--- config.mk ---
export PLATFORM = sky130hd
export DESIGN_NAME = cwts_mul
export DESIGN_NICKNAME = d
export VERILOG_FILES = /design/src/rtl/cwts_mul.sv
export SDC_FILE = /design/constraint.sdc
export NUM_CORES = 2
export LEC_CHECK = 0
export ABC_CLOCK_PERIOD_IN_PS = 800
export BUFFER_PORTS_ARGS = -buffer_cell sky130_fd_sc_hd__buf_2
export CAP_MARGIN = 30
export CORE_MARGIN = 2
export CORE_UTILIZATION = 40
export DETAILED_ROUTE_END_ITERATION = 6
export GPL_TIMING_DRIVEN = 0
export PLACE_DENSITY = 0.6
export SLEW_MARGIN = 0
export SYNTH_ARGS = -nofsm -noshare
export SYNTH_HDL_FRONTEND = slang
export SYNTH_SLANG_ARGS = --single-unit
--- constraint.sdc ---
create_clock -name clk_i -period 0.8 [get_ports clk_i]
set_input_delay 0.08 -clock clk_i [delete_from_list [all_inputs] [get_ports clk_i]]
set_output_delay 0.08 -clock clk_i [all_outputs]
set_load 0.02 [all_outputs]
--- src/rtl/cwts_mul.sv ---
module cwts_mul (
  input  logic               clk_i,
  input  logic               rst_ni,
  input  logic signed [31:0] a_i,
  input  logic signed [31:0] b_i,
  output logic signed [63:0] p_o
);

  logic signed [63:0] p_q;

  // One signed 32 by 32 product, registered.
  always_ff @(posedge clk_i or negedge rst_ni) begin
    if (!rst_ni) begin
      p_q <= '0;
    end else begin
      p_q <= a_i * b_i;
    end
  end

  assign p_o = p_q;

endmodule

# Word-level counts from Yosys, hierarchy flattened
# Index checks and enable logic that the tools add are counted.
# totals
word_cells,2
out_inout_bits,64
input_bits,66
ff_bits,64
# classes
n_mul,1
# ops
op,n
$mul 32x32->64,1

# Longest topological paths before layout
# logic_depth
depth_word,1
mapped_depth,28
ltp_nobuf,27

# Worst setup path before layout
# No wires, ideal clock.
# synth_path
path_type,input -> register
startpoint,in b_i[2]
endpoint,"reg p_q[62], in the netlist p_o[62]"
cell_stages,24
t_required_ns,0.721
arrival_ns,7.274
path_slack_ns,-6.553
cell_sequence,clkbuf_1 -> nand2_1 -> inv_1 -> fa_1 -> fa_1 -> fa_1 -> fa_1 -> inv_1 -> fa_1 -> inv_1 -> fa_1 -> inv_1 -> fa_1 -> inv_1 -> fa_1 -> ha_1 -> and3_1 -> nand2_1 -> or3_1 -> o22a_1 -> o211ai_1 -> a31oi_1 -> o31ai_1 -> xor2_1
# synth_via
elab_chain_cells,1
# synth_lines
element,line,rtl
start: declaration,5,"input logic signed [31:0] b_i,"
$mul 32x32->64,16,p_q <= a_i * b_i;
end signal: assignment,16,
end: declaration,9,logic signed [63:0] p_q;
# No other way between the ends.

# Worst setup path after layout
# layout_path
startpoint,in a_i[31]
endpoint,"reg p_q[62], in the netlist p_o[62]"
# layout_via
elab_chain_cells,1
# layout_lines
element,line,rtl
start: declaration,4,"input logic signed [31:0] a_i,"
$mul 32x32->64,16,
# No other way between the ends.

==> run_results.csv <==
group,metric,value,unit
worst_setup_path,worstPathRequired,1.10,ns
clock_network,cts_tree,"yes",
place,place_hpwl,115,mm
floorplan,placementRows,112,
grt,overflow,0,
final_layout,post-route-cell-area,0.0474,mm²
timing,max-slew-margin-rel,43.7,%
floorplan,io-pin-count,130,
floorplan,die_y,310,µm
route,drtIter0Drc,2202,
status,status,"complete, but fails checks",
job,maxCapViolCount,0,
timing,hold_viol_final,0,
place,numPortBuffers,129,
route,dr.pass1.iters,5,
timing,worst_pin_slew,0.845,ns
timing,min_period,7.22,ns
floorplan,die_area,0.0964,mm²
place,gp_congestion,1.01,
floorplan,placeableCoreArea,0.0932,mm²
grt,grt_first_pass_wirelength,204,mm
timing,setup_viol,126,
synthesis,yosysSeqAreaShare,4.26,%
timing,fin_crit_sh,902,%
synthesis,synth-edff-count,0,
route,num_vias,28333,
synthesis,synthArstFlopShare,100,%
timing,final_max_slew_viol_count,0,
final_layout,syn_to_final_growth,26.2,%
final_layout,fillCellCount,8454,
synthesis,ys.flop_type,"dfrtp_1",
worst_setup_path,worstPathArrival,7.51,ns
clock_network,cts.sinks,64,
synthesis,synth_seq_cells,64,
floorplan,initial_core_util,40.3,%
route,wire_per_inst,25.2,µm
floorplan,die_w,310,µm
final_layout,fin_nets,5556,
synthesis,yosysWarnings,0,
synthesis,syn-mean-instance-area,9.67,µm²
worst_setup_path,end_kind,"register",
final_layout,layout-drive-gt1-share,22.2,%
worst_setup_path,startpoint_type,"primary input",
grt,grt_max_degree,52,
clock_network,cts.clk_slew.worst_paths,0.07,ns
worst_setup_path,cp.buffers_inverters,10,
timing,fin_hold_ws,0.0226,ns
route,finalWirelength,139,mm
min_path,hold_path.class,"in -> reg",
clock_network,cts_buffers,9,
clock_network,root_buffer,"clkbuf_16",
synthesis,postSynthCellCount,3884,
worst_setup_path,worstSetupPathType,"in -> reg",
synthesis,synth_fp_nets,5216,
clock_network,htreeDepth,3,
final_layout,largest_reg_flops,64,
grt,track_usage,29.9,%
timing,setup_slack,-6.42,ns
timing,rsz0062_at_grt,"yes",
clock_network,cts.path.max_buffers,2,
timing,max_freq,139,MHz
status,violations,"negative setup slack",
route,viasPerCell,5.16,
worst_setup_path,crit_fanout,8,
route,drc,0,
route,ant_nets,0,
worst_setup_path,cp_common_cell,"fa_1",
synthesis,synth_area,0.0376,mm²
final_layout,final_util,50.9,%
worst_setup_path,critical-path-top-delay-family,"adder cells",
place,placed_area,0.0415,mm²
grt,antenna_found_initial,17,
synthesis,ys_types,63,
worst_setup_path,cpMaxStageDelayCell,"fa_2",
worst_setup_path,max_stage_delay,0.64,ns
grt,grt_pass1_vias,30889,
[placed cells by master, fill, tap and decap left out, drive strengths merged, types with 6 or more instances in the layout]
cell and instances:
fa 1082, inv 949, and2 516, nand2 511, buf 356, ha 184, clkbuf 183, a21oi 68
dfrtp 64, xnor2 53, nor2 42, o21ai 31, a21o 25, xor2 22, o21bai 15, nand3 15
diode 13, a31oi 13, nand2b 9, and3 9, a211oi 8, nand4 7, nor3 7, o31ai 7
clkinvlp 6
[layout make-up]
cell class / instances / area (µm²) / share of cell area (%)
Antenna cell: 13 / 32.5 / 0.0686
Tap cell: 1254 / 1570 / 3.31
Clock buffer: 11 / 243 / 0.512
Clock inverter: 5 / 41.3 / 0.0871
Sequential cell: 64 / 1600 / 3.38
Timing Repair Buffer: 330 / 3390 / 7.14
Inverter: 952 / 3590 / 7.58
Buffer: 199 / 3030 / 6.39
Multi-Input combinational cell: 2668 / 33900 / 71.5
[cells by family (layout without fill, tap and decap cells)]
family          after synthesis  after routing  synth area share, %
other cells                   0             13                    0
xor+xnor                     75             75                 1.75
simple gates               1134           1134                 15.2
flops                        64             64                 4.26
buf+inv                    1152           1497                 11.5
compound gates              193            193                 3.43
fa+ha+maj                  1266           1266                 63.8
[routing by layer]
metal	track usage [%]	up-vias	part of all wire [%]	wire length (µm)
met5	0	-	0.045	62
met4	15.7	10	6.3	8740
met3	6.66	348	7.9	11000
met2	49.2	1171	48	67000
met1	36.9	15042	37	51900
li1	-	11762	-	-
[cell usage after synthesis (2+ instances only)]
| cell type | count | share of area, % |
|---|---|---|
| nand3_1 | 15 | 0.20 |
| and4_1 | 3 | 0.070 |
| nor2b_1 | 3 | 0.050 |
| a21o_2 | 2 | 0.047 |
| o21ai_0 | 28 | 0.37 |
| dfrtp_1 | 64 | 4.3 |
| buf_1 | 2 | 0.020 |
| and3_1 | 7 | 0.12 |
| a21oi_1 | 68 | 0.91 |
| o21ai_2 | 2 | 0.047 |
| a21boi_0 | 3 | 0.060 |
| buf_2 | 3 | 0.040 |
| fa_1 | 1082 | 58 |
| o31ai_1 | 6 | 0.12 |
| o21bai_1 | 15 | 0.30 |
| ha_1 | 184 | 6.1 |
| clkbuf_1 | 195 | 1.9 |
| or3_1 | 4 | 0.067 |
| a31oi_1 | 12 | 0.20 |
| nor2_1 | 42 | 0.42 |
| nand2b_1 | 9 | 0.15 |
| xnor2_1 | 53 | 1.2 |
| nand4_1 | 7 | 0.12 |
| nor3_1 | 6 | 0.080 |
| and2_1 | 516 | 8.6 |
| a21o_1 | 23 | 0.46 |
| nand2_1 | 511 | 5.1 |
| o22a_1 | 2 | 0.047 |
| o21a_1 | 4 | 0.080 |
| xor2_1 | 22 | 0.51 |
| a211oi_1 | 4 | 0.080 |
| o211ai_1 | 3 | 0.060 |
| a211oi_2 | 3 | 0.10 |
| inv_1 | 952 | 9.5 |
[metrics by stage]
step / cells / setup TNS, ns / setup slack, ns
2_1_floorplan: 3884 / -290.49 / -6.24
3_3_place_gp: 5267 / -450.09 / -8.69
3_5_place_dp: 5271 / -395.46 / -8.62
4_1_cts: 5401 / -321.45 / -6.44
5_1_grt: 5487 / -334.53 / -6.57
6_report: 5496 / -324.33 / -6.42
[timing repair]
item,CTS,global route
gates cloned,3,2
pin swaps,112,99
setup endpoints to repair,127,126
endpoints found under the hold margin,64,0
resized for setup,616,379
buffers inserted,110,88
hold buffers,1,0
[final timing paths]
path,endpoint,start,slack (ns),depth (start not counted)
min in group asynchronous,p_o[18],rst_ni,0.09,2
max in group asynchronous,p_o[52],rst_ni,0.14,3
worst min-delay path,p_o[0],b_i[0],0.02,2
worst max-delay path,p_o[62],a_i[31],-6.42,28
Power is left out: the tool's default activity adds up to more than one toggle a clock period on the data nets, which glitch-free logic cannot reach.
