<file path="config.mk">
export PLATFORM = sky130hd
export DESIGN_NAME = cwts_rootdiv
export DESIGN_NICKNAME = d
export VERILOG_FILES = /design/src/rtl/cwts_pkg.sv /design/src/rtl/cwts_rootdiv.sv
export SDC_FILE = /design/constraint.sdc
export NUM_CORES = 1
export LEC_CHECK = 0
export BUFFER_PORTS_ARGS = -buffer_cell sky130_fd_sc_hd__buf_2
export CAP_MARGIN = 25
export CORE_MARGIN = 5
export CORE_UTILIZATION = 45
export CTS_BUF_LIST = sky130_fd_sc_hd__clkbuf_16
export CTS_CLUSTER_DIAMETER = 120
export DETAILED_ROUTE_END_ITERATION = 12
export HOLD_SLACK_MARGIN = 0.06
export PLACE_DENSITY = 0.62
export SYNTH_ARGS = -nofsm -noshare
export SYNTH_HDL_FRONTEND = slang
export SYNTH_SLANG_ARGS = --single-unit
</file>
<file path="constraint.sdc">
create_clock -name clk_i -period 6 [get_ports clk_i]
set_input_delay 1.2 -clock clk_i [delete_from_list [all_inputs] [get_ports clk_i]]
set_output_delay 1.2 -clock clk_i [all_outputs]
set_load 0.005 [all_outputs]
</file>
<file path="src/rtl/cwts_pkg.sv">
package cwts_pkg;

  // Field widths.
  localparam int unsigned PosW    = 20;
  localparam int unsigned DiffW   = 21;
  localparam int unsigned ChargeW = 24;
  localparam int unsigned AxisW   = 18;
  localparam int unsigned SepW    = 21;
  localparam int unsigned TotW    = 40;
  localparam int unsigned SumW    = 64;
  localparam int unsigned CfgIdxW = 3;

  // Configuration register indexes.
  localparam logic [CfgIdxW-1:0] REG_VERTEX_X = 3'd0;
  localparam logic [CfgIdxW-1:0] REG_VERTEX_Y = 3'd1;
  localparam logic [CfgIdxW-1:0] REG_VERTEX_Z = 3'd2;
  localparam logic [CfgIdxW-1:0] REG_START_X  = 3'd3;
  localparam logic [CfgIdxW-1:0] REG_START_Y  = 3'd4;
  localparam logic [CfgIdxW-1:0] REG_START_Z  = 3'd5;

  // Operation codes of the shared root/divide unit.
  typedef enum logic {
    OP_SQRT = 1'b0,
    OP_DIV  = 1'b1
  } rd_op_e;

  localparam logic [SepW-1:0] SEP_MAX = 21'h1FFFFF;

endpackage

</file>
<file path="src/rtl/cwts_rootdiv.sv">
module cwts_rootdiv (
  input  logic                clk_i,
  input  logic                rst_ni,
  input  logic                start_i,
  input  cwts_pkg::rd_op_e    op_i,
  input  logic [63:0]         num_i,
  input  logic [63:0]         den_i,
  output logic                done_o,
  output logic [63:0]         res_o
);

  logic [65:0]      rem_q, rem_d;
  logic [63:0]      wrk_q, wrk_d;
  logic [63:0]      res_q, res_d;
  logic [63:0]      den_q, den_d;
  logic [5:0]       cnt_q, cnt_d;
  logic             run_q, run_d;
  logic             done_q, done_d;
  cwts_pkg::rd_op_e op_q, op_d;

  logic [65:0] rem_sh;
  logic [65:0] trial;
  logic        fits;

  // One restoring step per cycle: the divide brings in one bit, the root two.
  always_comb begin
    if (op_q == cwts_pkg::OP_DIV) begin
      rem_sh = {rem_q[64:0], wrk_q[63]};
      trial  = {2'b00, den_q};
    end else begin
      rem_sh = {rem_q[63:0], wrk_q[63:62]};
      trial  = {res_q, 2'b01};
    end
    fits = (rem_sh >= trial);
  end

  always_comb begin
    rem_d  = rem_q;
    wrk_d  = wrk_q;
    res_d  = res_q;
    den_d  = den_q;
    cnt_d  = cnt_q;
    run_d  = run_q;
    op_d   = op_q;
    done_d = 1'b0;
    if (start_i) begin
      rem_d = '0;
      res_d = '0;
      wrk_d = num_i;
      den_d = den_i;
      op_d  = op_i;
      cnt_d = (op_i == cwts_pkg::OP_DIV) ? 6'd63 : 6'd31;
      run_d = 1'b1;
    end else if (run_q) begin
      rem_d = fits ? (rem_sh - trial) : rem_sh;
      res_d = {res_q[62:0], fits};
      wrk_d = (op_q == cwts_pkg::OP_DIV) ? {wrk_q[62:0], 1'b0} : {wrk_q[61:0], 2'b00};
      cnt_d = cnt_q - 6'd1;
      if (cnt_q == 6'd0) begin
        run_d  = 1'b0;
        done_d = 1'b1;
      end
    end
  end

  always_ff @(posedge clk_i or negedge rst_ni) begin
    if (!rst_ni) begin
      rem_q  <= '0;
      wrk_q  <= '0;
      res_q  <= '0;
      den_q  <= '0;
      cnt_q  <= '0;
      run_q  <= 1'b0;
      done_q <= 1'b0;
      op_q   <= cwts_pkg::OP_SQRT;
    end else begin
      rem_q  <= rem_d;
      wrk_q  <= wrk_d;
      res_q  <= res_d;
      den_q  <= den_d;
      cnt_q  <= cnt_d;
      run_q  <= run_d;
      done_q <= done_d;
      op_q   <= op_d;
    end
  end

  assign done_o = done_q;
  assign res_o  = res_q;

endmodule

</file>
; Word-level counts from Yosys, hierarchy flattened
; Index checks and enable logic that the tools add are counted.
[totals]
out_inout_bits = 65
wordCells = 32
regBits = 266
[classes]
muxes = 19
order_cmp = 1
reduce_logical = 2
n_addsub = 2
[op_table]
columns = cell, n
row1 = $mux W64, 5
row2 = $mux W65, 3
row3 = $mux W66, 2
row4 = $ge A66 B66 Y1, 1
row5 = $sub A65 B65 Y65, 1
row6 = $mux W6, 3
row7 = $logic_not A6 Y1, 1
row8 = $mux W1, 6
row9 = $sub A6 B1 Y6 const B, 1
row10 = $reduce_bool A2 Y1, 1

; Depth between registers and ports, before layout
[depth]
depth_word = 5
mapped_depth = 19

; Worst setup path before layout
; Ideal clock, no wire load.
[synth_timing]
kind = flip-flop to flip-flop
from = register op_q
to = register rem_q[40]
setup_slack_ns = 1.330
arrival_time_ns = 4.576
required_time_ns = 5.906
n_path_buf = 5
setup_ns = 0.094
stages_incl_launch_ff = 18
cell_sequence = dfrtp_1 > clkbuf_1 > buf_2 > buf_1 > clkbuf_1 > clkbuf_1 > nand2_1 > fa_1 > a21oi_1 > o211ai_1 > a21boi_1 > o221ai_1 > a211oi_1 > o21ai_0 > a21boi_0 > xnor2_1 > nand2_1 > a211oi_1
[synth_via]
elab_chain_len = 5
elab_cells_between_ends = 7
cone_classes = add/sub (1) / order compare (1) / mux (5)
[synth_rtl]
columns = element, line_no
row1 = start: declaration, cwts_rootdiv.sv:19  ; cwts_pkg::rd_op_e op_q, op_d;
row2 = start signal: assignment, cwts_rootdiv.sv:75  ; op_q <= cwts_pkg::OP_SQRT;
row3 = start signal: assignment, cwts_rootdiv.sv:84  ; op_q <= op_d;
row4 = $mux W66, cwts_rootdiv.sv:27  ; if (op_q == cwts_pkg::OP_DIV) begin
row5 = $sub A65 B65 Y65 / $ge A66 B66 Y1 (equally long branches), "cwts_rootdiv.sv:55, cwts_rootdiv.sv:34"
row6 = $mux W65 (*), cwts_rootdiv.sv:55  ; rem_d = fits ? (rem_sh - trial) : rem_sh;
row7 = $mux W65 (*), cwts_rootdiv.sv:54  ; end else if (run_q) begin
row8 = $mux W65 (*), cwts_rootdiv.sv:46  ; if (start_i) begin
row9 = end signal: assignment, cwts_rootdiv.sv:77  ; rem_q <= rem_d;
row10 = end: declaration, cwts_rootdiv.sv:12  ; logic [65:0] rem_q, rem_d;
; Every way passes the cells marked *; elsewhere a longest branch is shown, timed or not. The select of a mux whose other input is x is not followed.
; A chain may end at the register's enable or synchronous reset.

; Worst setup path in the final report
[layout_timing]
from = register op_q
to = register rem_q[37]
; The elaborated chain is that of the path after synthesis.

==> metrics.csv <==
stage,metric,value,unit
status,status,finished clean,
die,total die area,42920,µm²
run,Max-cap violations,0,
pwr,sequential power share,26.6,%
finish,synthesis-to-finish area growth,12.79,%
pwr,Net Sw Power,3541,µW
finish,layout cell share with drive strength beyond 1,19.51,%
setup_path,CP Class,reg2reg,
finish,Final nets,2232,
finish,final instance area,19730,µm²
cts,deepest clock path buffer count,3,
cts,root buf cell,clkbuf_16,
global_routing,met3 GRT Util,2.663,%
cts,quantity of gates resized following cts,0,
cts,H-tree levels,1,
global_routing,global-route wire length before repair,76370,µm
min_path,Hold WC Path Type,reg2reg,
logic_synthesis,"flops & latches, synth",266,
global_routing,met2 Use GR,32.91,%
die,Die W,207.2,µm
cts,Num CTS Buffers,31,
place,IO buf count,196,
logic_synthesis,Cell variety after synth,69,
pwr,proportion of power drawn by the clock network,22.3,%
place,RD Place Congestion,0.9138,
sta,final max-slew violation count,0,
setup_path,Worst Setup SP,op_q$_DFFE_PN0P_,
sta,final setup fails,0,
logic_synthesis,Post-Syn Instances,1925,
routing,DRT Pass-1 Iters,5,
die,die extent in y,207.2,µm
setup_path,crit path capture type,register,
cts,CTS tree,built,
logic_synthesis,cell with the most instances after synthesis,dfrtp_1,
logic_synthesis,leading area contributor after synthesis,dfrtp_1,
global_routing,Total GRT Usage,20.55,%
logic_synthesis,Post-synth EDFFs,0,
logic_synthesis,Commonest cells post-synth,"dfrtp_1, nor2_1, nand2_1, mux2i_1, a21oi_1",
pwr,Internal,4907,µW
sta,Setup TNS,0,ps
cts,Post-CTS Setup Inserts,0,
routing,vias per inst,5.691,
pwr,pwr dens,428.1,nW/µm²
logic_synthesis,"Top FF cell, synth",dfrtp_1,
setup_path,RR Startpoint,op_q$_DFFE_PN0P_,
routing,DRC Markers,0,
pwr,Max VDD drop,0.2447,mV
sta,crit path time final,5000,ps
global_routing,grt met1 use,29.86,%
min_path,HP Start,den_q[37]$_DFFE_PN0P_,
logic_synthesis,Syn. warnings,0,
sta,skew final,21.83,ps
die,Starting Density,45.38,%
global_routing,remaining global-route overflow,0,
sta,RSZ-0062 raised after global routing,no,
setup_path,startpoint types,register,
routing,via count,14642,
die,core area,38560,µm²
logic_synthesis,"Seq/Total Area, Yosys",38.05,%
place,Placed Area,18720,µm²
sta,relative slew slack,30.70,%
logic_synthesis,Avg Inst Size Synth,9.089,µm²
global_routing,largest net degree at the start of global routing,134,
setup_path,worst path required time,6470,ps
setup_path,WP data arrival,5470,ps
cts,Clock Pin Slew Worst Setup and Hold Paths,60,ps
logic_synthesis,Area contributors post-synth,"dfrtp_1, mux2i_1, mux2_2",
routing,Routed WL,45420,µm
cts,hold buffer count at cts,0,
die,Rows,72,
logic_synthesis,Post-Syn Area,17500,µm²
logic_synthesis,Mapped Nets,2126,
sta,f_max,200.0,MHz
logic_synthesis,async set-reset flop share out of synthesis,100.0,%
pwr,switching share of power,41.92,%
global_routing,initial antenna violation count,0,
sta,endpoints failing hold,0,
setup_path,crit-path max FO,62,
logic_synthesis,top cell type's share of synthesized area,38.05,%
cts,clk_lat worst skew,580,ps
place,Detail Placement HPWL,31550,µm
global_routing,vias in the first global route,14765,
pwr,logic gate share of total power,51.1,%
cts,CTS sink cnt,266,
sta,Final period util,83.34,%
finish,ANT cells,0,
pwr,Static Leak,0.009723,µW
routing,DR iter-0 viols,992,
global_routing,busiest layer in global routing,met2,
die,IO Pins,197,
routing,Routed Antenna Nets,0,
sta,Worst-Margin Slew,1039,ps
routing,post-detailed-route wirelength per cell,17.65,µm
## layout by cell type (no fill, tap or decap), types with 16 or more instances in the layout
cell type,netlist,layout
xor2_1,18,18
nand2_1,213,213
o21bai_1,20,20
a211oi_1,28,28
mux2i_1,196,196
buf_2,17,194
a311oi_1,31,31
a21o_1,26,26
buf_4,6,16
xnor2_1,39,39
o21ai_0,108,108
ha_1,68,68
dfrtp_1,266,264
nor2_1,234,234
a21oi_1,172,172
nor3_1,17,17
nand4_1,28,28
nand3_1,16,16
clkbuf_16,0,31
inv_1,29,35
mux2_2,130,130
## cells by family after synthesis
logic type               count (synthesis)  synth area share (%)
AO/OA/AOI/OAI                          469                 16.50
XOR/XNOR                                57                 2.853
adder cells (fa/ha/maj)                 69                 4.978
buffers and inverters                  172                 4.205
flip-flops                             266                 38.05
multiplexers                           326                 19.58
AND/OR/NAND/NOR                        566                 13.84
## worst max-delay path, stage by stage, from the launching register on
cell,delay (ps)
dfrtp_4,1080
buf_12,320
mux2_2,380
ha_1,370
a21oi_1,230
o211ai_1,170
and4_1,230
o31a_1,290
o21ai_1,550
o31a_2,360
buf_4,470
nand2_1,110
a311oi_1,280
## cell type report
cell class              count  area [µm²]
flip-flops and latches    266        6664
fillers                  3704       18820
well taps                 518       648.1
clock buffers              31       775.7
clock inverters            26       235.2
multi-input cells        1487       10110
inverters                  30       115.1
repair buffers            215        1181
## state kept, by name (all words and copies together), names as in the netlist
register  cells
cnt_q         6
run_q         1
wrk_q        64
den_q        64
done_o        1
rem_q        65
op_q          1
res_o        64
## power groups by stage
stage	sequential (µW)	combinational, µW	clock, µW
floorplan	2190	3410	0
global placement	2270	4240	0
detailed placement	2270	4260	0
CTS	2240	4290	1940
global route	2280	4830	2010
finish	2250	4320	1880
## worst paths after layout
| kind | end | slack, ps | cells after the start |
|---|---|---|---|
| worst max-delay path | rem_q[37]$_DFFE_PN0P_ | 1000 | 12 |
| worst min-delay path | den_q[37]$_DFFE_PN0P_ | 500 | 1 |
| worst max register to register | rem_q[37]$_DFFE_PN0P_ | 1000 | 12 |
| worst min register to register | den_q[37]$_DFFE_PN0P_ | 500 | 1 |
| max in group asynchronous | res_o[40]$_DFFE_PN0P_ | 4040 | 2 |
| min in group asynchronous | wrk_q[55]$_DFFE_PN0P_ | 660 | 1 |
## stage by stage
step	util (%)	hold slack, ps	total power [µW]	cells	worst slack, ps
2_1_floorplan	-	471.6	5598	1925	1330
3_3_place_gp	48.56	488.8	6506	2516	1178
3_5_place_dp	48.56	495.5	6536	2516	1009
4_1_cts	51.18	508.4	8472	2573	988.5
5_1_grt	51.18	523.5	9109	2573	652.3
6_report	51.18	503.5	8448	2573	999.7
## per-layer routing
layer	part of all wire [%]	wire [µm]	vias to the layer above
met5	0	0	-
met4	1.9	859	0
met3	4.4	1997	65
met2	45	20630	357
met1	48	21940	7109
li1	-	-	7111
Power figures use the tool's default switching activity.
